--- config.mk ---
export PLATFORM = sky130hd
export DESIGN_NAME = sgr_attribute_updater_unit
export DESIGN_NICKNAME = d
export VERILOG_FILES = /design/src/rtl/sgr_pkg.sv /design/src/rtl/sgr_front.sv /design/src/rtl/sgr_queue.sv /design/src/rtl/sgr_back.sv /design/src/rtl/sgr_attribute_updater_unit.sv
export SDC_FILE = /design/constraint.sdc
export NUM_CORES = 1
export LEC_CHECK = 0
export BUFFER_PORTS_ARGS = -buffer_cell sky130_fd_sc_hd__clkbuf_2
export CORE_MARGIN = 2
export CORE_UTILIZATION = 30
export DETAILED_ROUTE_END_ITERATION = 8
export PLACE_DENSITY_LB_ADDON = 0.12
export SETUP_SLACK_MARGIN = 0.4
export SYNTH_ARGS = -nofsm -noshare
export SYNTH_HDL_FRONTEND = slang
export SYNTH_HIERARCHICAL = 1
export SYNTH_SLANG_ARGS = --single-unit
--- constraint.sdc ---
create_clock -name aclk -period 3.3 [get_ports aclk]
set_input_delay 0.165 -clock aclk [delete_from_list [all_inputs] [get_ports aclk]]
set_output_delay 0.165 -clock aclk [all_outputs]
set_load 0.05 [all_outputs]
--- src/rtl/sgr_pkg.sv ---
`default_nettype none
// ----------------------------------------------------------------------------
// sgr_pkg
// Shared types, constants and attribute update functions for the SGR
// attribute updater.
// ----------------------------------------------------------------------------
package sgr_pkg;

    localparam int SGR_PARAM_BITS = 16;
    localparam int SGR_COMP_BITS  = 8;
    localparam int SGR_RGB_BITS   = 3 * SGR_COMP_BITS;
    localparam int SGR_ACTS       = 3;   // decodes carried by one queue entry
    localparam int SGR_QDEPTH     = 2;

    localparam logic [1:0] KIND_DEFAULT = 2'd0;
    localparam logic [1:0] KIND_PALETTE = 2'd1;
    localparam logic [1:0] KIND_RGB     = 2'd2;

    localparam int FLAG_ITALIC   = 0;
    localparam int FLAG_INVERSE  = 1;
    localparam int FLAG_HIDDEN   = 2;
    localparam int FLAG_STRIKE   = 3;
    localparam int FLAG_OVERLINE = 4;

    typedef enum logic [1:0] {
        TGT_NONE = 2'd0,
        TGT_FORE = 2'd1,
        TGT_BACK = 2'd2,
        TGT_UL   = 2'd3
    } tgt_t;

    typedef enum logic [3:0] {
        ACT_NOP       = 4'd0,
        ACT_CLEAR     = 4'd1,
        ACT_WEIGHT    = 4'd2,
        ACT_ITALIC    = 4'd3,
        ACT_UNDERLINE = 4'd4,
        ACT_BLINK     = 4'd5,
        ACT_INVERSE   = 4'd6,
        ACT_HIDDEN    = 4'd7,
        ACT_STRIKE    = 4'd8,
        ACT_OVERLINE  = 4'd9,
        ACT_FORE      = 4'd10,
        ACT_BACK      = 4'd11,
        ACT_UL_CLEAR  = 4'd12
    } act_op_t;

    // arg: small value for the op; for ACT_FORE/ACT_BACK bit 4 selects
    // palette, bits 3:0 the index, zero means default color
    typedef struct packed {
        act_op_t    op;
        logic [4:0] arg;
    } act_t;

    typedef struct packed {
        act_t [SGR_ACTS-1:0]       acts;
        tgt_t                      rgb_target;
        logic [SGR_RGB_BITS-1:0]   rgb;
        logic                      pending;
        logic                      last;
    } sgr_entry_t;

    typedef struct packed {
        logic [1:0]              weight;
        logic [2:0]              underline;
        logic [1:0]              blink;
        logic [4:0]              flags;
        logic [1:0]              fore_kind;
        logic [SGR_RGB_BITS-1:0] fore_value;
        logic [1:0]              back_kind;
        logic [SGR_RGB_BITS-1:0] back_value;
        logic                    ulcolor_set;
        logic [SGR_RGB_BITS-1:0] ulcolor_rgb;
    } attr_t;

    typedef struct packed {
        logic [SGR_PARAM_BITS-1:0] param_value;
        logic                      seq_last;
    } sgr_in_t;

    typedef struct packed {
        logic [1:0]              out_weight;
        logic [2:0]              out_underline;
        logic [1:0]              out_blink;
        logic [4:0]              out_flags;
        logic [1:0]              out_fore_kind;
        logic [SGR_RGB_BITS-1:0] out_fore_value;
        logic [1:0]              out_back_kind;
        logic [SGR_RGB_BITS-1:0] out_back_value;
        logic                    out_ulcolor_set;
        logic [SGR_RGB_BITS-1:0] out_ulcolor_rgb;
        logic                    out_pending;
        logic                    out_last;
    } sgr_out_t;

    typedef struct packed {
        logic valid;
        logic ready;
    } sgr_hs_t;

    function automatic attr_t apply_act(attr_t a, act_t x);
        attr_t r;
        r = a;
        case (x.op)
            ACT_NOP:       r = a;
            ACT_CLEAR:     r = '0;
            ACT_WEIGHT:    r.weight = x.arg[1:0];
            ACT_ITALIC:    r.flags[FLAG_ITALIC] = x.arg[0];
            ACT_UNDERLINE: r.underline = x.arg[2:0];
            ACT_BLINK:     r.blink = x.arg[1:0];
            ACT_INVERSE:   r.flags[FLAG_INVERSE] = x.arg[0];
            ACT_HIDDEN:    r.flags[FLAG_HIDDEN] = x.arg[0];
            ACT_STRIKE:    r.flags[FLAG_STRIKE] = x.arg[0];
            ACT_OVERLINE:  r.flags[FLAG_OVERLINE] = x.arg[0];
            ACT_FORE: begin
                r.fore_kind  = x.arg[4] ? KIND_PALETTE : KIND_DEFAULT;
                r.fore_value = SGR_RGB_BITS'(x.arg[3:0]);
            end
            ACT_BACK: begin
                r.back_kind  = x.arg[4] ? KIND_PALETTE : KIND_DEFAULT;
                r.back_value = SGR_RGB_BITS'(x.arg[3:0]);
            end
            ACT_UL_CLEAR: begin
                r.ulcolor_set = 1'b0;
                r.ulcolor_rgb = '0;
            end
            default:       r = a;
        endcase
        return r;
    endfunction

    function automatic attr_t apply_rgb(attr_t a, tgt_t t, logic [SGR_RGB_BITS-1:0] rgb);
        attr_t r;
        r = a;
        case (t)
            TGT_FORE: begin
                r.fore_kind  = KIND_RGB;
                r.fore_value = rgb;
            end
            TGT_BACK: begin
                r.back_kind  = KIND_RGB;
                r.back_value = rgb;
            end
            TGT_UL: begin
                r.ulcolor_set = 1'b1;
                r.ulcolor_rgb = rgb;
            end
            default:  r = a;
        endcase
        return r;
    endfunction

endpackage
`default_nettype wire

--- src/rtl/sgr_front.sv ---
`default_nettype none
// ----------------------------------------------------------------------------
// sgr_front
// Accepts parameters, tracks truecolor sub-sequence collection and turns
// each request into a queue entry of decoded attribute actions.
// ----------------------------------------------------------------------------
module sgr_front (
    input  wire logic                aclk,
    input  wire logic                aresetn,
    input  wire logic                s_valid,
    output logic                     s_ready,
    input  wire sgr_pkg::sgr_in_t    s_data,
    output sgr_pkg::sgr_hs_t         push_hs,
    input  wire logic                push_ready,
    output sgr_pkg::sgr_entry_t      push_data
);
    import sgr_pkg::*;

    localparam int W = SGR_PARAM_BITS;

    localparam logic [W-1:0] CODE_RESET     = W'(0);
    localparam logic [W-1:0] CODE_BOLD      = W'(1);
    localparam logic [W-1:0] CODE_DIM       = W'(2);
    localparam logic [W-1:0] CODE_ITALIC    = W'(3);
    localparam logic [W-1:0] CODE_UL        = W'(4);
    localparam logic [W-1:0] CODE_BLINK     = W'(5);
    localparam logic [W-1:0] CODE_RAPID     = W'(6);
    localparam logic [W-1:0] CODE_INVERSE   = W'(7);
    localparam logic [W-1:0] CODE_HIDDEN    = W'(8);
    localparam logic [W-1:0] CODE_STRIKE    = W'(9);
    localparam logic [W-1:0] CODE_DBL_UL    = W'(21);
    localparam logic [W-1:0] CODE_NO_WEIGHT = W'(22);
    localparam logic [W-1:0] CODE_NO_ITALIC = W'(23);
    localparam logic [W-1:0] CODE_NO_UL     = W'(24);
    localparam logic [W-1:0] CODE_NO_BLINK  = W'(25);
    localparam logic [W-1:0] CODE_NO_INV    = W'(27);
    localparam logic [W-1:0] CODE_NO_HIDDEN = W'(28);
    localparam logic [W-1:0] CODE_NO_STRIKE = W'(29);
    localparam logic [W-1:0] CODE_FG_EXT    = W'(38);
    localparam logic [W-1:0] CODE_FG_DEF    = W'(39);
    localparam logic [W-1:0] CODE_BG_EXT    = W'(48);
    localparam logic [W-1:0] CODE_BG_DEF    = W'(49);
    localparam logic [W-1:0] CODE_OVERLINE  = W'(53);
    localparam logic [W-1:0] CODE_NO_OVER   = W'(55);
    localparam logic [W-1:0] CODE_UL_EXT    = W'(58);
    localparam logic [W-1:0] CODE_UL_DEF    = W'(59);
    localparam logic [W-1:0] SUB_RGB        = W'(2);
    localparam logic [W-1:0] FG_LO          = W'(30);
    localparam logic [W-1:0] FG_HI_LO       = W'(90);
    localparam logic [W-1:0] BG_LO          = W'(40);
    localparam logic [W-1:0] BG_HI_LO       = W'(100);
    localparam logic [W-1:0] COMP_MAX       = W'(255);

    function automatic act_t classify(logic [W-1:0] v);
        act_t a;
        logic [W-1:0] d;
        a.op  = ACT_NOP;
        a.arg = '0;
        d     = '0;
        if (v inside {[30:37]}) begin
            d = v - FG_LO;
            a = '{op: ACT_FORE, arg: {1'b1, d[3:0]}};
        end else if (v inside {[90:97]}) begin
            d = v - FG_HI_LO;
            a = '{op: ACT_FORE, arg: {2'b11, d[2:0]}};
        end else if (v inside {[40:47]}) begin
            d = v - BG_LO;
            a = '{op: ACT_BACK, arg: {1'b1, d[3:0]}};
        end else if (v inside {[100:107]}) begin
            d = v - BG_HI_LO;
            a = '{op: ACT_BACK, arg: {2'b11, d[2:0]}};
        end else begin
            case (v)
                CODE_RESET:     a = '{op: ACT_CLEAR,     arg: 5'd0};
                CODE_BOLD:      a = '{op: ACT_WEIGHT,    arg: 5'd1};
                CODE_DIM:       a = '{op: ACT_WEIGHT,    arg: 5'd2};
                CODE_ITALIC:    a = '{op: ACT_ITALIC,    arg: 5'd1};
                CODE_UL:        a = '{op: ACT_UNDERLINE, arg: 5'd1};
                CODE_BLINK:     a = '{op: ACT_BLINK,     arg: 5'd1};
                CODE_RAPID:     a = '{op: ACT_BLINK,     arg: 5'd2};
                CODE_INVERSE:   a = '{op: ACT_INVERSE,   arg: 5'd1};
                CODE_HIDDEN:    a = '{op: ACT_HIDDEN,    arg: 5'd1};
                CODE_STRIKE:    a = '{op: ACT_STRIKE,    arg: 5'd1};
                CODE_DBL_UL:    a = '{op: ACT_UNDERLINE, arg: 5'd2};
                CODE_NO_WEIGHT: a = '{op: ACT_WEIGHT,    arg: 5'd0};
                CODE_NO_ITALIC: a = '{op: ACT_ITALIC,    arg: 5'd0};
                CODE_NO_UL:     a = '{op: ACT_UNDERLINE, arg: 5'd0};
                CODE_NO_BLINK:  a = '{op: ACT_BLINK,     arg: 5'd0};
                CODE_NO_INV:    a = '{op: ACT_INVERSE,   arg: 5'd0};
                CODE_NO_HIDDEN: a = '{op: ACT_HIDDEN,    arg: 5'd0};
                CODE_NO_STRIKE: a = '{op: ACT_STRIKE,    arg: 5'd0};
                CODE_FG_DEF:    a = '{op: ACT_FORE,      arg: 5'd0};
                CODE_BG_DEF:    a = '{op: ACT_BACK,      arg: 5'd0};
                CODE_OVERLINE:  a = '{op: ACT_OVERLINE,  arg: 5'd1};
                CODE_NO_OVER:   a = '{op: ACT_OVERLINE,  arg: 5'd0};
                CODE_UL_DEF:    a = '{op: ACT_UL_CLEAR,  arg: 5'd0};
                default:        a = '{op: ACT_NOP,       arg: 5'd0};
            endcase
        end
        return a;
    endfunction

    function automatic tgt_t start_target(logic [W-1:0] v);
        tgt_t t;
        case (v)
            CODE_FG_EXT: t = TGT_FORE;
            CODE_BG_EXT: t = TGT_BACK;
            CODE_UL_EXT: t = TGT_UL;
            default:     t = TGT_NONE;
        endcase
        return t;
    endfunction

    function automatic logic [SGR_COMP_BITS-1:0] clamp_comp(logic [W-1:0] v);
        logic [W-1:0] c;
        c = (v > COMP_MAX) ? COMP_MAX : v;
        return c[SGR_COMP_BITS-1:0];
    endfunction

    tgt_t             tgt_reg, tgt_next;
    logic [1:0]       cnt_reg, cnt_next;
    logic [W-1:0]     pv_reg [3];
    logic             pv_wr;
    logic             accept;
    logic [W-1:0]     v;
    logic             last;
    tgt_t             start;
    sgr_entry_t       entry;

    assign v       = s_data.param_value;
    assign last    = s_data.seq_last;
    assign s_ready = push_ready;
    assign accept  = s_valid && push_ready;
    assign start   = start_target(v);

    assign push_hs.valid = s_valid;
    assign push_hs.ready = push_ready;
    assign push_data     = entry;

    always_comb begin
        entry            = '0;
        entry.rgb_target = TGT_NONE;
        entry.last       = last;
        tgt_next         = tgt_reg;
        cnt_next         = cnt_reg;
        pv_wr            = 1'b0;
        if (tgt_reg == TGT_NONE) begin
            entry.acts[0] = classify(v);
            if (!last && start != TGT_NONE) begin
                tgt_next = start;
                cnt_next = 2'd0;
            end
        end else if (cnt_reg == 2'd3) begin
            // r, g collected; this request is b
            entry.rgb_target = tgt_reg;
            entry.rgb = {clamp_comp(pv_reg[1]), clamp_comp(pv_reg[2]), clamp_comp(v)};
            tgt_next = TGT_NONE;
            cnt_next = 2'd0;
        end else if (cnt_reg == 2'd0 && v != SUB_RGB) begin
            // extended color code not followed by the rgb selector
            entry.acts[0] = classify(v);
            tgt_next      = TGT_NONE;
            if (!last && start != TGT_NONE) begin
                tgt_next = start;
            end
        end else if (!last) begin
            pv_wr    = 1'b1;
            cnt_next = cnt_reg + 2'd1;
        end else begin
            // sequence ended early: replay buffered values as plain codes
            entry.acts[0] = (cnt_reg >= 2'd1) ? classify(pv_reg[0]) : '0;
            entry.acts[1] = (cnt_reg >= 2'd2) ? classify(pv_reg[1]) : '0;
            entry.acts[2] = classify(v);
            tgt_next      = TGT_NONE;
            cnt_next      = 2'd0;
        end
        entry.pending = (tgt_next != TGT_NONE);
    end

    always_ff @(posedge aclk) begin
        if (!aresetn) begin
            tgt_reg <= TGT_NONE;
            cnt_reg <= 2'd0;
        end else if (accept) begin
            tgt_reg <= tgt_next;
            cnt_reg <= cnt_next;
        end
    end

    always_ff @(posedge aclk) begin
        if (accept && pv_wr) begin
            pv_reg[cnt_reg] <= v;
        end
    end

endmodule
`default_nettype wire

--- src/rtl/sgr_queue.sv ---
`default_nettype none
// ----------------------------------------------------------------------------
// sgr_queue
// Two-entry queue between the classifying front and the attribute back end.
// ----------------------------------------------------------------------------
module sgr_queue (
    input  wire logic                 aclk,
    input  wire logic                 aresetn,
    input  wire sgr_pkg::sgr_hs_t     push_hs,
    output logic                      push_ready,
    input  wire sgr_pkg::sgr_entry_t  push_data,
    output logic                      pop_valid,
    input  wire logic                 pop_ready,
    output sgr_pkg::sgr_entry_t       pop_data
);
    import sgr_pkg::*;

    localparam int PW = $clog2(SGR_QDEPTH);

    sgr_entry_t     mem [SGR_QDEPTH];
    logic [PW-1:0]  wr_ptr_reg, wr_ptr_next;
    logic [PW-1:0]  rd_ptr_reg, rd_ptr_next;
    logic [PW:0]    cnt_reg, cnt_next;
    logic           push, pop;

    assign push_ready = (cnt_reg != (PW+1)'(SGR_QDEPTH));
    assign pop_valid  = (cnt_reg != '0);
    assign push       = push_hs.valid && push_hs.ready && push_ready;
    assign pop        = pop_valid && pop_ready;
    assign pop_data   = mem[rd_ptr_reg];

    always_comb begin
        wr_ptr_next = push ? wr_ptr_reg + PW'(1) : wr_ptr_reg;
        rd_ptr_next = pop  ? rd_ptr_reg + PW'(1) : rd_ptr_reg;
        cnt_next    = cnt_reg + (PW+1)'(push) - (PW+1)'(pop);
    end

    always_ff @(posedge aclk) begin
        if (!aresetn) begin
            wr_ptr_reg <= '0;
            rd_ptr_reg <= '0;
            cnt_reg    <= '0;
        end else begin
            wr_ptr_reg <= wr_ptr_next;
            rd_ptr_reg <= rd_ptr_next;
            cnt_reg    <= cnt_next;
        end
    end

    always_ff @(posedge aclk) begin
        if (push) begin
            mem[wr_ptr_reg] <= push_data;
        end
    end

endmodule
`default_nettype wire

--- src/rtl/sgr_back.sv ---
`default_nettype none
// ----------------------------------------------------------------------------
// sgr_back
// Applies queued actions to the attribute registers, which also serve as
// the output register of the result channel.
// ----------------------------------------------------------------------------
module sgr_back (
    input  wire logic                 aclk,
    input  wire logic                 aresetn,
    input  wire logic                 pop_valid,
    output logic                      pop_ready,
    input  wire sgr_pkg::sgr_entry_t  pop_data,
    output logic                      m_valid,
    input  wire logic                 m_ready,
    output sgr_pkg::sgr_out_t         m_data
);
    import sgr_pkg::*;

    attr_t  attr_reg, attr_next;
    logic   pending_reg, last_reg;
    logic   m_valid_reg, m_valid_next;
    logic   pop;

    assign pop_ready = !m_valid_reg || m_ready;
    assign pop       = pop_valid && pop_ready;
    assign m_valid   = m_valid_reg;

    always_comb begin
        attr_next = attr_reg;
        // actions are applied in arrival order
        for (int i = 0; i < SGR_ACTS; i++) begin
            attr_next = apply_act(attr_next, pop_data.acts[i]);
        end
        attr_next = apply_rgb(attr_next, pop_data.rgb_target, pop_data.rgb);
        if (pop) begin
            m_valid_next = 1'b1;
        end else if (m_ready) begin
            m_valid_next = 1'b0;
        end else begin
            m_valid_next = m_valid_reg;
        end
    end

    always_ff @(posedge aclk) begin
        if (!aresetn) begin
            attr_reg    <= '0;
            pending_reg <= 1'b0;
            last_reg    <= 1'b0;
            m_valid_reg <= 1'b0;
        end else begin
            m_valid_reg <= m_valid_next;
            if (pop) begin
                attr_reg    <= attr_next;
                pending_reg <= pop_data.pending;
                last_reg    <= pop_data.last;
            end
        end
    end

    always_comb begin
        m_data.out_weight      = attr_reg.weight;
        m_data.out_underline   = attr_reg.underline;
        m_data.out_blink       = attr_reg.blink;
        m_data.out_flags       = attr_reg.flags;
        m_data.out_fore_kind   = attr_reg.fore_kind;
        m_data.out_fore_value  = attr_reg.fore_value;
        m_data.out_back_kind   = attr_reg.back_kind;
        m_data.out_back_value  = attr_reg.back_value;
        m_data.out_ulcolor_set = attr_reg.ulcolor_set;
        m_data.out_ulcolor_rgb = attr_reg.ulcolor_rgb;
        m_data.out_pending     = pending_reg;
        m_data.out_last        = last_reg;
    end

endmodule
`default_nettype wire

--- src/rtl/sgr_attribute_updater_unit.sv ---
`default_nettype none
// Flow: an accepted parameter request is written into the queue and then
// applied to the attribute registers. Throughput: one request per cycle
// while the queue has room; the front decodes in the accept cycle, the
// back end applies up to three decoded codes plus a color write per cycle.
// A two-entry queue decouples the front from output back-pressure.
// Reset (aresetn low, synchronous) clears all attributes, any truecolor
// collection in progress and the queue.
// ----------------------------------------------------------------------------
// sgr_attribute_updater_unit
// SGR parameter decoder keeping the current text rendition attributes.
// ----------------------------------------------------------------------------
module sgr_attribute_updater_unit (
    input  wire logic               aclk,
    input  wire logic               aresetn,
    input  wire logic               s_valid,
    output logic                    s_ready,
    input  wire sgr_pkg::sgr_in_t   s_data,
    output logic                    m_valid,
    input  wire logic               m_ready,
    output sgr_pkg::sgr_out_t       m_data
);
    import sgr_pkg::*;

    sgr_hs_t     push_hs;
    logic        push_ready;
    sgr_entry_t  push_data;
    logic        pop_valid;
    logic        pop_ready;
    sgr_entry_t  pop_data;

    sgr_front u_front (
        .aclk       (aclk),
        .aresetn    (aresetn),
        .s_valid    (s_valid),
        .s_ready    (s_ready),
        .s_data     (s_data),
        .push_hs    (push_hs),
        .push_ready (push_ready),
        .push_data  (push_data)
    );

    sgr_queue u_queue (
        .aclk       (aclk),
        .aresetn    (aresetn),
        .push_hs    (push_hs),
        .push_ready (push_ready),
        .push_data  (push_data),
        .pop_valid  (pop_valid),
        .pop_ready  (pop_ready),
        .pop_data   (pop_data)
    );

    sgr_back u_back (
        .aclk       (aclk),
        .aresetn    (aresetn),
        .pop_valid  (pop_valid),
        .pop_ready  (pop_ready),
        .pop_data   (pop_data),
        .m_valid    (m_valid),
        .m_ready    (m_ready),
        .m_data     (m_data)
    );

endmodule
`default_nettype wire
# Word-level counts from Yosys, hierarchy flattened
# Memory sizes are Yosys's and may differ from the RTL's. A register that Yosys moved wholly into a read port is not among the register bits.
# Index checks and enable logic that the tools add are counted.
# totals
register_bits	100
ram_bits	158
rom_bits	1920
output_inout_bits	93
wordCells	279
mem_count	7
# mem_list
name	depth	width	read_ports	rd_ports_with_merged_regs	write_ports	line	rtl
(name not given)	64	6	1	0	0	sgr_front.sv:73	case (v)
(name not given)	64	6	1	0	0	sgr_front.sv:73	
(name not given)	64	6	1	0	0	sgr_front.sv:73	
(name not given)	64	6	1	0	0	sgr_front.sv:73	
(name not given)	64	6	1	0	0	sgr_front.sv:73	
u_queue.mem	2	55	1	1	1	sgr_queue.sv:20	sgr_entry_t mem [SGR_QDEPTH];
+1 memories	--	--	--	--	--	--	
# classes
n_addsub	17
magnitude_cmp	29
n_eq_ne	47
muxes	101
n_reduce_logical	56
# op_table
op	count
$pmux W26 S2	6
$mux W9	29
$mux W26	4
$mux W25	4
$ge A16 B7 Y1 const B	6
$le A16 B6 Y1 const B	6
$le A16 B7 Y1 const B	6
$eq A4 B4 Y1 const B	15
$mux W27	2
$eq A16 B6 Y1 const B	3
$eq A4 B3 Y1 const B	12
$ge A16 B5 Y1 const B	3
$ge A16 B6 Y1 const B	3
$gt A16 B8 Y1 const B	3
$reduce_bool A6 Y1	8
$mux W18	2
$logic_not A10 Y1	3
$pmux W1 S2	15
$eq A4 B2 Y1 const B	6
$mux W8	3
$pmux W2 S2	6
$sub A4 B4 Y4 const B	6
$mux W2	11
$reduce_and A2 Y1	11
26 further kinds	77

# Depth between registers and ports, before layout
# Gate-level depths: netlist of run 1.
# An unclocked memory read counts as a cell.
# logic_depth
depth_word	12
mapped_depth	12
ltp_nobuf	8

# Modules after synthesis
# Netlist of run 1, hierarchy kept.
# modules_own_cells
mod	n_inst	cells_per_inst	area_per_inst_um2	seq_area_each_um2
sgr_front	1	535	4521.8	1521.5
sgr_back	1	493	4315.4	1841.8
sgr_queue	1	197	4234.1	3403.3

# Worst setup path before layout of run 1
# No wires, ideal clock.
# synth_path
kind	register -> register
from	register with a tool-made name
to	register u_back.attr_reg, in the netlist u_back/m_data[64]
setup_ps	117
t_arrival_ps	2610
required_time_ps	3183
setup_slack_ps	574
stages_incl_launch_ff	12
path_buffers	5
path_cell_list	dfxtp_1 buf_2 buf_4 mux2_2 buf_2 or4b_4 o311ai_4 nor4_2 o21a_1 buf_2 buf_6 a22o_1
# synth_rtl
item	line	rtl
to (signal assigned)	sgr_back.sv:53	attr_reg <= attr_next;
to (decl)	sgr_back.sv:19	attr_t attr_reg, attr_next;

==> out/summary.log, run 1 <==
INFO  run_status     run_status=completed
INFO  power_and_ir_drop power.ir.vdd_worst=0.0004422V
INFO  critical_path  max_stage_delay=0.55ns
INFO  drt            detailroute.via_count=10180
INFO  critical_path  category_of_the_worst_setup_path_capture_point=flip-flop
INFO  critical_path  critical_path.top_delay_family=compound AO/OA/AOI/OAI gates
INFO  logic_synthesis syn_nets=1278
INFO  floorplan      core_region_area=43080um^2
INFO  global_routing grt_usage=16.73%
INFO  worst_hold_path holdCritPathClass=in -> reg
INFO  critical_path  timing.critical_path.from_type=flip-flop
INFO  logic_synthesis yosys_register_bits=259
INFO  logic_synthesis synth.avg_cell_area=10.67um^2
INFO  finish         ant_cells=0
INFO  timing         setup_repair_after_global_routing_missed_its_margin=yes
INFO  logic_synthesis synth_top_cell_by_area=sky130_fd_sc_hd__edfxtp_1
INFO  critical_path  slowest_stage=sky130_fd_sc_hd__or4_4
INFO  floorplan      initial_utilization=30.34%
INFO  timing         clock-skew-final=0.03085ns
INFO  logic_synthesis ys_warn_count=6
INFO  floorplan      die_width=212.7um
INFO  floorplan      pin_count=114
INFO  timing         timing.slew.headroom=46.83%
INFO  drt            drt_iter0_markers=793
INFO  timing         timing.fmax=0.3620GHz
INFO  drt            detail_route.wirelength=38.85mm
INFO  job            drv.max_cap_violation_count=0
INFO  timing         worst_slew_pin_slew=0.7975ns
INFO  clocking       root_buffer=sky130_fd_sc_hd__clkbuf_16
INFO  global_routing grt_start_max_net_pins=58
INFO  global_routing grt_antenna_before_repair=0
INFO  power_and_ir_drop total_leakage_power=5.672nW
INFO  critical_path  timing_worst_setup_path_type=reg -> reg
INFO  placed_design  port_buffers=113
INFO  floorplan      std_cell_rows=76
INFO  floorplan      die-height=212.7um
INFO  timing         share_of_the_clock_period_used_by_the_worst_path=83.71%
INFO  drt            drtAntennaViolNets=0
INFO  logic_synthesis register_area_share_after_synthesis=51.77%
INFO  critical_path  critical_path_buf_inv_count=0
INFO  timing         fin_setup_tns=0ns
INFO  critical_path  cp_data_arrival_time=3.08ns
INFO  finish         layout.nets=1405
INFO  placed_design  post-place-ws=0.3538ns
INFO  global_routing remaining_global_route_overflow=0
INFO  global_routing first_global_vias=9436
INFO  logic_synthesis postSynth.topFlopCell=sky130_fd_sc_hd__edfxtp_1
INFO  clocking       cts_h_tree_depth=1
INFO  logic_synthesis synth-edff-count=158
INFO  floorplan      dieArea=45260um^2
INFO  clocking       tritoncts=done
INFO  timing         final-hold-violation-count=0
INFO  finish         flow.area_growth_from_synthesis=18.90%
INFO  logic_synthesis post_synth_main_area_contributors=sky130_fd_sc_hd__edfxtp_1 (36%), sky130_fd_sc_hd__dfxtp_1 (15%), sky130_fd_sc_hd__mux2_2 (5.1%)
INFO  logic_synthesis synth-async-reset-ratio=0%
INFO  clocking       clock-sinks=259
INFO  logic_synthesis mappedNetlistArea=13070um^2
INFO  timing         number_of_max_slew_violations_in_the_final_report=0
INFO  clocking       cts.reportedPaths.clkPinSlew=0.06ns
INFO  timing         finalCriticalPeriod=2.762ns
INFO  placed_design  gp_routability_congestion=0.8841
INFO  drt            post_drt_wl_per_cell=19.81um
INFO  timing         finalSetupViolations=0
INFO  placed_design  place_hpwl=27.24mm
INFO  critical_path  worst_path_fanout_max=5
INFO  drt            detailed_route_vias_per_instance=5.192
INFO  drt            detail_route.drc_violations=0
INFO  critical_path  critical_path.most_common_cell=sky130_fd_sc_hd__or4_4
INFO  clocking       worstSkewPairLatency=0.59ns
INFO  logic_synthesis synth_cell_types=96
INFO  critical_path  crit_path_cell_trace=or4_4, or4_4, a211o_1, a41o_1, o31ai_1
INFO  global_routing grt_pass1_wl=58.60mm
INFO  finish         largest_register_ffs=110
INFO  finish         final_core_util=36.08%
INFO  finish         fraction_of_layout_instances_using_a_drive_strength_above_1=23.04%
INFO  timing         setup_slack=0.5376ns
INFO  power_and_ir_drop power=10.95mW
INFO  clocking       tritoncts.num_buffers=30
INFO  clocking       clock_tree.buffer_depth=3
INFO  critical_path  worst_ep_required_time=3.62ns
INFO  drt            drt_first_pass_iters=5
INFO  logic_synthesis netlist_instances=1225
INFO  logic_synthesis synth_largest_type_area_fraction=36.30%
INFO  power_and_ir_drop power_density=704.5nW/um^2
## cells by family (layout without fill, tap and decap cells)
family / count (synthesis) / in the layout / synth area share, %
mux: 73 / 73 / 6.164
fa+ha+maj: 33 / 33 / 3.140
buf+inv: 113 / 263 / 3.934
compound gates: 313 / 314 / 16.89
simple gates: 423 / 423 / 17.37
flops: 259 / 259 / 51.77
xor+xnor: 11 / 11 / 0.7370
## final timing paths
check | slack (ns) | depth (start not counted) | start | endpoint
worst min-delay path | 0.03 | 1 | s_data[7] | u_front/pv_reg[0][6]
worst max-delay path | 0.54 | 5 | u_front/pv_reg[0][13] | u_queue/mem[1][32]
worst min register to register | 0.45 | 1 | u_back/m_data[78] | u_back/m_data[78]
worst max register to register | 0.54 | 5 | u_front/pv_reg[0][13] | u_queue/mem[1][32]
## report_power, final
part	internal, mW	switching [mW]	leakage, nW	total [mW]
registers	3.91	0.196	2.32	4.11
logic	1.15	2.48	2.87	3.63
clock network	1.82	1.40	0.482	3.21
total	6.88	4.07	5.67	10.9
## cells in the mapped netlist (all sizes together), types with 6 or more instances
| library cell | number |
|---|---|
| or3 | 7 |
| a22o | 20 |
| nor4b | 9 |
| dfxtp | 101 |
| edfxtp | 158 |
| nand3b | 8 |
| a21oi | 68 |
| buf | 24 |
| a21boi | 6 |
| nor2b | 22 |
| o22ai | 7 |
| nor3 | 20 |
| o31ai | 9 |
| mux2i | 13 |
| or4 | 9 |
| nor2 | 134 |
| or2 | 6 |
| o211ai | 11 |
| nor4 | 17 |
| inv | 27 |
| and3 | 12 |
| o21ai | 47 |
| a211oi | 7 |
| a22oi | 45 |
| xor2 | 6 |
| nand2 | 74 |
| clkbuf | 60 |
| nand3 | 23 |
| nand4 | 8 |
| o221ai | 13 |
| and2 | 14 |
| nand2b | 32 |
| mux2 | 60 |
| a31oi | 19 |
| ha | 32 |
## metal layers
metal	vias up	track usage, %	share of wire [%]
met1	4971	25.21	50
li1	4893	-	-
met4	0	3.906	2.3
met5	-	0	0
met3	50	2.280	4.2
met2	267	25.26	44
## repair_timing
| item | 4_1_cts | 5_1_grt |
|---|---|---|
| endpoints found under the hold margin | 32 | 0 |
| endpoints found under the setup margin | 26 | 71 |
| gates cloned | 0 | 1 |
| hold buffers | 12 | 0 |
| buffers inserted | 0 | 4 |
| pin swaps | 1 | 2 |
| resized for setup | 1 | 6 |
## cells in the final DEF (no fill, tap or decap), types with 20 or more instances in the layout
master / synthesis / final
sky130_fd_sc_hd__a22o_1: 20 / 20
sky130_fd_sc_hd__a22oi_1: 45 / 45
sky130_fd_sc_hd__mux2_2: 59 / 59
sky130_fd_sc_hd__inv_1: 25 / 25
sky130_fd_sc_hd__clkbuf_16: 0 / 30
sky130_fd_sc_hd__nand2b_1: 31 / 31
sky130_fd_sc_hd__a21oi_1: 68 / 68
sky130_fd_sc_hd__o21ai_0: 38 / 38
sky130_fd_sc_hd__dfxtp_1: 101 / 100
sky130_fd_sc_hd__buf_4: 13 / 51
sky130_fd_sc_hd__clkbuf_2: 0 / 113
sky130_fd_sc_hd__nor2b_1: 21 / 21
sky130_fd_sc_hd__ha_1: 32 / 30
sky130_fd_sc_hd__nand2_1: 73 / 73
sky130_fd_sc_hd__nand3_1: 23 / 23
sky130_fd_sc_hd__edfxtp_1: 158 / 158
sky130_fd_sc_hd__nor2_1: 134 / 134
## through the flow
stage                     hold WS, ns  std cells  area [um^2]
after floorplan                0.2639       1225        13070
after global placement         0.4383       1888        14360
after detailed placement       0.4336       1888        14360
after CTS                     0.01011       1956        15460
after global routing          0.02481       1961        15540
final                         0.02845       1961        15540
## area by class of cell
type                    instances  area (um^2)
clock buffers                  34        789.5
clock inverters                22        182.7
fillers                      4390        27540
inverters                      29        108.9
multi-input cells             854         5849
flip-flops and latches        259         6770
well taps                     585        732.0
repair buffers                178         1109
Note: power is estimated with default switching activity, not from simulation.
==> run 2: changes to the inputs <==
Settings changed: ABC_AREA from default to 1.
Clock period 3.3 ns to 2.6 ns, I/O delays scaled along.
==> out/summary.log, run 2 <==
INFO  logic_synthesis netlist_instances=1658
INFO  clocking       tritoncts.num_buffers=30
INFO  drt            detailed_route_vias_per_instance=4.807
INFO  power_and_ir_drop power_density=956.2nW/um^2
INFO  critical_path  timing.critical_path.from_type=flip-flop
INFO  timing         setup_repair_after_global_routing_missed_its_margin=yes
INFO  logic_synthesis ys_warn_count=6
INFO  global_routing grt_start_max_net_pins=57
INFO  placed_design  place.detailed.instances=2379
INFO  drt            post_drt_wl_per_cell=17.71um
INFO  timing         final-hold-violation-count=0
INFO  power_and_ir_drop power=16.23mW
INFO  critical_path  crit_path_cell_trace=inv_1, nor2_2, inv_1, o211ai_1, nand2_1, nand3_2, nand4_1, nand2_2, nand2_1
INFO  finish         stdcell_count=2471
INFO  critical_path  timing_worst_setup_path_type=reg -> reg
INFO  critical_path  worst_path_fanout_max=8
INFO  floorplan      die-height=220.2um
INFO  finish         flow.area_growth_from_synthesis=20.99%
INFO  finish         ant_cells=0
INFO  logic_synthesis synthTopCellsByCount=sky130_fd_sc_hd__nand2_1 (457), sky130_fd_sc_hd__nor2_1 (159), sky130_fd_sc_hd__edfxtp_1 (158)
INFO  logic_synthesis synth-async-reset-ratio=0%
INFO  floorplan      dieArea=48510um^2
INFO  logic_synthesis register_area_share_after_synthesis=48.23%
INFO  floorplan      initial_utilization=30.26%
INFO  global_routing remaining_global_route_overflow=0
INFO  timing         worst_slew_pin_slew=0.6697ns
INFO  global_routing grt_usage=17.64%
INFO  global_routing grt_pass1_wl=66.06mm
INFO  critical_path  critical_path_buf_inv_count=2
INFO  logic_synthesis post_synth_main_area_contributors=sky130_fd_sc_hd__edfxtp_1 (34%), sky130_fd_sc_hd__dfxtp_1 (14%), sky130_fd_sc_hd__nand2_1 (12%)
INFO  critical_path  category_of_the_worst_setup_path_capture_point=flip-flop
INFO  clocking       clock_tree.buffer_depth=3
INFO  global_routing first_global_vias=11040
INFO  timing         clock-skew-final=0.01005ns
INFO  timing         share_of_the_clock_period_used_by_the_worst_path=81.31%
INFO  timing         finalSetupViolations=0
INFO  floorplan      die_width=220.2um
INFO  floorplan      pin_count=114
INFO  clocking       cts.reportedPaths.clkPinSlew=0.06ns
INFO  global_routing grt_antenna_before_repair=0
INFO  timing         finalCriticalPeriod=2.114ns
INFO  clocking       tritoncts=done
INFO  finish         fillCellCount=4801
INFO  critical_path  worst_ep_required_time=2.91ns
INFO  timing         number_of_max_slew_violations_in_the_final_report=0
INFO  finish         layout.cells.most_common_list=sky130_fd_sc_hd__nand2_1 (451), sky130_fd_sc_hd__edfxtp_1 (158), sky130_fd_sc_hd__nor2_1 (144)
INFO  placed_design  gp_routability_congestion=0.9167
INFO  logic_synthesis synth_top_cell_by_area=sky130_fd_sc_hd__edfxtp_1
INFO  logic_synthesis yosys_register_bits=259
INFO  finish         fraction_of_layout_instances_using_a_drive_strength_above_1=22.00%
INFO  critical_path  critical_path.top_delay_family=simple AND/OR/NAND/NOR gates
INFO  drt            detail_route.wirelength=43.76mm
INFO  floorplan      std_cell_rows=79
INFO  run_status     run_status=completed
INFO  logic_synthesis synth.avg_cell_area=8.461um^2
INFO  placed_design  port_buffers=113
INFO  placed_design  place_hpwl=32.34mm
INFO  finish         multiInputGateArea=6424um^2
INFO  logic_synthesis syn_nets=1711
INFO  logic_synthesis mappedNetlistArea=14030um^2
INFO  job            drv.max_cap_violation_count=0
INFO  drt            drt_first_pass_iters=5
INFO  finish         layout.cells.most_common=sky130_fd_sc_hd__nand2_1
INFO  power_and_ir_drop power.ir.vdd_worst=0.0007979V
INFO  logic_synthesis postSynth.topFlopCell=sky130_fd_sc_hd__edfxtp_1
INFO  critical_path  max_stage_delay=0.52ns
INFO  critical_path  slowest_stage=sky130_fd_sc_hd__edfxtp_1
INFO  drt            detailroute.via_count=11880
INFO  power_and_ir_drop total_leakage_power=7.161nW
INFO  finish         layout.nets=1893
INFO  floorplan      core_region_area=46360um^2
INFO  clocking       root_buffer=sky130_fd_sc_hd__clkbuf_16
INFO  clocking       worstSkewPairLatency=0.57ns
INFO  logic_synthesis synth_largest_type_area_fraction=33.82%
INFO  drt            drt_iter0_markers=864
INFO  finish         seq_area=6770um^2
INFO  drt            drtAntennaViolNets=0
INFO  finish         largest_register_ffs=110
INFO  timing         timing.slew.headroom=55.33%
INFO  worst_hold_path holdCritPathClass=in -> reg
INFO  clocking       cts_h_tree_depth=1
INFO  clocking       clock-sinks=259
INFO  drt            detail_route.drc_violations=0
INFO  timing         timing.fmax=0.4730GHz
INFO  logic_synthesis synth_cell_types=51
INFO  logic_synthesis synth-edff-count=158
INFO  logic_synthesis most_used_standard_cell_by_instance_count_after_synthesis=sky130_fd_sc_hd__nand2_1
INFO  critical_path  cp_data_arrival_time=2.42ns
==> run 2: cell types whose count changed in the layout (fill, tap and decap cells not counted), sizes merged, moves of 19 or more <==
cell	previous run	this run
nand2b	32	0
o21ai	47	69
nor2b	22	0
nand2	74	476
inv	30	160
nor2	134	192
a22o	20	1
buf	53	74
a21oi	68	145
a22oi	45	4
nand3	23	132
==> run 2: kinds of logic (layout without fill, tap and decap cells) <==
family | Yosys count | in the layout | synth area share, %
xor+xnor | 6 | 6 | 0.3747
fa+ha+maj | 32 | 32 | 2.854
mux | 55 | 55 | 5.753
simple gates | 839 | 839 | 26.12
compound gates | 249 | 249 | 9.659
buf+inv | 218 | 424 | 7.001
flops | 259 | 259 | 48.23
==> run 2: worst register-to-register path, stage by stage (launching register included) <==
cell and delay, ns:
sky130_fd_sc_hd__edfxtp_1 0.52, sky130_fd_sc_hd__inv_1 0.18, sky130_fd_sc_hd__nor2_2 0.19, sky130_fd_sc_hd__inv_1 0.09, sky130_fd_sc_hd__o211ai_1 0.19, sky130_fd_sc_hd__nand2_1 0.08, sky130_fd_sc_hd__nand3_2 0.15, sky130_fd_sc_hd__nand4_1 0.19
sky130_fd_sc_hd__nand2_2 0.15, sky130_fd_sc_hd__nand2_1 0.11
==> run 2: layout make-up <==
| class | count | share of cell area, % |
|---|---|---|
| inverters | 163 | 3.649 |
| multi-input cells | 1181 | 37.85 |
| well taps | 607 | 4.475 |
| repair buffers | 205 | 8.581 |
| flip-flops and latches | 259 | 39.89 |
| clock inverters | 10 | 0.5455 |
| clock buffers | 46 | 5.013 |
==> run 2: per-layer routing <==
metal | vias up | GRT usage, % | share of wire [%]
met1 | 5606 | 25.44 | 48
met5 | - | 0 | 0
met3 | 56 | 2.021 | 4.3
li1 | 5901 | - | -
met4 | 0 | 4.989 | 2.5
met2 | 315 | 27.82 | 45
==> run 2: metrics by stage <==
step                instance area [um^2]  setup slack, ns  utilization, %  setup TNS (ns)  hold WS [ns]
finish                             16970           0.4860           36.61               0      0.007505
global route                       16970           0.3545           36.61               0       0.01671
CTS                                16700           0.4195           36.03               0      0.006021
detailed placement                 15540           0.1219           33.53               0        0.3924
global placement                   15540          0.09456           33.53               0        0.3972
floorplan                          14040         -0.07301               -          -6.985        0.2235
==> run 2: power breakdown <==
| group | internal, mW | switching (mW) | leakage, nW |
|---|---|---|---|
| Sequential | 5.09 | 0.280 | 2.31 |
| Clock | 2.35 | 1.69 | 0.463 |
| Combinational | 2.15 | 4.67 | 4.39 |
| Total | 9.59 | 6.64 | 7.16 |
==> run 2: what timing repair did <==
item,in CTS,in global routing
endpoints found under the hold margin,44,0
pin swaps,0,1
hold buffers,17,0
endpoints found under the setup margin,79,158
resized for setup,5,43
gates cloned,0,1
setup buffers,3,15
==> run 2: final timing paths <==
check	from	slack, ns	depth (start not counted)	endpoint
hold reg to reg	u_back/m_data[58]	0.46	2	u_back/m_data[58]
setup reg to reg	u_front/pv_reg[1][5]	0.49	9	u_queue/mem[1][43]
hold / removal	s_data[5]	0.008	1	u_front/pv_reg[1][4]
setup / recovery	u_front/pv_reg[1][5]	0.49	9	u_queue/mem[1][43]
